`src/bbc_pkg.sv`:
```
package bbc_pkg;

    localparam int STACK_DEPTH = 64;
    localparam int POS_BITS    = 16;
    localparam int OUT_BITS    = 16;
    localparam int COUNT_BITS  = $clog2(STACK_DEPTH + 1);

    localparam logic [POS_BITS-1:0] POS_MAX = {POS_BITS{1'b1}};

    localparam logic [7:0] CH_OPEN_ROUND   = 8'h28;
    localparam logic [7:0] CH_OPEN_CURLY   = 8'h7B;
    localparam logic [7:0] CH_OPEN_SQUARE  = 8'h5B;
    localparam logic [7:0] CH_CLOSE_ROUND  = 8'h29;
    localparam logic [7:0] CH_CLOSE_CURLY  = 8'h7D;
    localparam logic [7:0] CH_CLOSE_SQUARE = 8'h5D;

    typedef enum logic [1:0] {
        KIND_ROUND,
        KIND_CURLY,
        KIND_SQUARE,
        KIND_NONE
    } kind_t;

    typedef struct packed {
        logic [POS_BITS-1:0] pos;
        kind_t               kind;
    } entry_t;

    typedef struct packed {
        logic push;
        logic pop;
    } stack_op_t;

    typedef struct packed {
        logic [7:0] ch;
        logic       last;
    } in_beat_t;

    typedef struct packed {
        logic [OUT_BITS-1:0] error_pos;
        logic                overflow;
    } out_beat_t;

endpackage

```
`src/bbc_stack_cell.sv`:
```
module bbc_stack_cell
    import bbc_pkg::*;
(
    input  logic      clk,
    input  stack_op_t op,
    input  entry_t    from_above,
    input  entry_t    from_below,
    output entry_t    entry
);

    entry_t entry_reg;
    entry_t entry_next;

    always_comb
    begin
        entry_next = entry_reg;
        if (op.push)
        begin
            entry_next = from_above;
        end
        else if (op.pop)
        begin
            entry_next = from_below;
        end
    end

    always_ff @(posedge clk)
    begin
        entry_reg <= entry_next;
    end

    assign entry = entry_reg;

endmodule

```
`config.mk`:
```
export PLATFORM = sky130hd
export DESIGN_NAME = bbc_stack_cell
export DESIGN_NICKNAME = d
export VERILOG_FILES = /design/src/bbc_pkg.sv /design/src/bbc_stack_cell.sv
export SDC_FILE = /design/constraint.sdc
export NUM_CORES = 1
export LEC_CHECK = 0
export ABC_AREA = 1
export BUFFER_PORTS_ARGS = -buffer_cell sky130_fd_sc_hd__buf_4
export CAP_MARGIN = 40
export CORE_MARGIN = 2
export CORE_UTILIZATION = 35
export DETAILED_ROUTE_END_ITERATION = 16
export PLACE_DENSITY = 0.71
export REMOVE_ABC_BUFFERS = 1
export SYNTH_ARGS = -nofsm -noshare
export SYNTH_HDL_FRONTEND = slang
export SYNTH_SLANG_ARGS = --single-unit
```
`constraint.sdc`:
```
create_clock -name clk -period 1.2 [get_ports clk]
set_input_delay 0.24 -clock clk [delete_from_list [all_inputs] [get_ports clk]]
set_output_delay 0.24 -clock clk [all_outputs]
set_load 0.05 [all_outputs]
```
==> impl_metrics.json <==
{
  "numPortBuffers": 56,
  "cp-end-kind": "output port",
  "place_inst": 160,
  "worstPathRequired_ps": 960,
  "cp.buffers_inverters": 1,
  "avgSynthCellArea_sq_um": 10.4,
  "ir_drop_uv": 583,
  "min_period_over_period": 0.926,
  "routedWlPerCell_um": 11.0,
  "powerDensity_mw_per_mm2": 1270,
  "root_buffer": "clkbuf_4",
  "critPathSlowestCell": "edfxtp_1",
  "cp_max_fo": 1,
  "ys_ff_latch": 18,
  "finalSetupViolations": 0,
  "routed_via_density": 4.36,
  "worstPathArrival_ps": 870,
  "fillers": 195,
  "tritoncts": "yes",
  "hold_path_depth": 3,
  "worstSetupStartpoint": "entry[7]$_DFFE_PP_",
  "antenna_found_initial": 0,
  "grt_pass1_wl_mm": 2.78,
  "cp_cell_sequence": "buf_4",
  "p_int_w": 0.00108,
  "totalWireLength_mm": 1.80,
  "ant_nets": 0,
  "final_util": 0.577,
  "vias": 715,
  "p_sw_w": 0.000523,
  "drc_errors": 0,
  "rsz0062_at_grt": "no",
  "ys_seq_area_frac": 0.677,
  "worst_pin_slew_ps": 280,
  "grt_max_degree": 19,
  "die-area_sq_mm": 0.00268,
  "yosysWarnings": 0,
  "path_clk_slew_ps": 90,
  "swShare": 0.326,
  "grt_use_total": 0.143,
  "cts_resized": 0,
  "start_util": 0.364,
  "worst-setup-path-type": "reg2out",
  "grt.overflow.total": 0,
  "core_area_sq_mm": 0.00219,
  "place_congestion": 0.706,
  "clockPowerShare": 0.177,
  "drtPass1Iterations": 4,
  "finalNonFillerCells": 164,
  "fmax_mhz": 900,
  "tns_ps": 0,
  "die_h_um": 51.8,
  "cp-start-kind": "flip-flop",
  "p_comb_frac": 0.330,
  "final_cell_mix": "buf_4, nand2_1, edfxtp_1",
  "synthCells": 77,
  "yosysTopAreaCell": "edfxtp_1",
  "grt_pass1_vias": 674,
  "cp_num_cells": 1,
  "finalPower_w": 0.00161,
  "cts_buffers": 3,
  "std_cell_rows": 17,
  "slew_viol_final": 0,
  "slowest_delay_ps": 390,
  "seq_power_share": 0.493,
  "cts_max_path_buffers": 2,
  "synth_cell_types": 7,
  "htreeDepth": 1,
  "final_common_cell": "buf_4",
  "hold_violations": 0,
  "post_cts_buffers": 0,
  "layout_min_cycle_time_ps": 1110,
  "drive_gt1_frac": 0.463,
  "power.leakage_nw": 0.650,
  "io_pins": 57,
  "ctsHoldBuffers": 0,
  "fin_nets": 176,
  "largest_reg_flops": 18,
  "drt_iter0_drc": 12,
  "crit_family": "flip-flops",
  "die_width_um": 51.8,
  "netlist_area_sq_um": 798,
  "clock-sinks": 18,
  "hp-class": "in2reg",
  "max-slew-margin-rel": 0.813,
  "n_antenna_cell": 0,
  "cp-endpoint": "entry[7]",
  "netlist_top_cells_area": "edfxtp_1, nand2_1, buf_6",
  "outcome": "complete, no violations",
  "areaGrowthSynthToFinish_pct": 58.5,
  "synth_top_area_share": 0.677,
  "cap_violations": 0,
  "dp_hpwl_mm": 1.42
}
## cell usage after synthesis
cell / count
nand2_2: 1
nand2_1: 53
edfxtp_1: 18
inv_2: 1
buf_6: 2
buf_12: 1
or2_1: 1
## through the flow
stage	hold WS (ps)	setup WS [ps]	instance area [sq um]
2_1_floorplan	414	143	756
3_3_place_gp	507	132	1240
3_5_place_dp	509	121	1240
4_1_cts	213	70.4	1260
5_1_grt	223	49.8	1260
6_report	217	89.4	1260
## power by group through the flow
stage	sequential, W	combinational [W]	clock, W
detailed placement	0.000808	0.000535	0
global placement	0.000806	0.000530	0
floorplan	0.00105	0.0000563	0
global route	0.000798	0.000559	0.000315
CTS	0.000793	0.000535	0.000294
finish	0.000791	0.000530	0.000285
## routing by layer
metal  global-route usage  vias to the layer above  wire length (um)
met4               0.0789                        0                27
met1                0.164                      316               699
met5                    0                        -                 0
met3              0.00575                        2               115
met2                0.265                       33               960
li1                     -                      364                 -
## worst min path at each step
stage,endpoint,slack [ps],startpoint
4_1_cts,entry[1]$_DFFE_PP_,210,from_below[1]
3_5_place_dp,entry[11]$_DFFE_PP_,510,from_below[11]
5_1_grt,entry[3]$_DFFE_PP_,220,from_below[3]
6_report,entry[11]$_DFFE_PP_,220,from_below[11]
3_3_place_gp,entry[11]$_DFFE_PP_,510,from_below[11]
2_1_floorplan,entry[4]$_DFFE_PP_,410,op[1]
## final cells by class
class	count	area [sq um]	share of cell area
clock buffer	3	22.5	0.0178
clock inverter	1	3.75	0.00297
inverter	1	3.75	0.00297
multi-input combinational	55	211	0.167
sequential	18	541	0.427
tap	28	35.0	0.0277
timing repair buffer	58	448	0.354
## cell families after synthesis
logic type | after synthesis | synth area share
and+or+nand+nor | 55 | 0.265
DFF | 18 | 0.677
buffers and inverters | 4 | 0.0580
No activity file was read; power rests on OpenSTA's default activity.
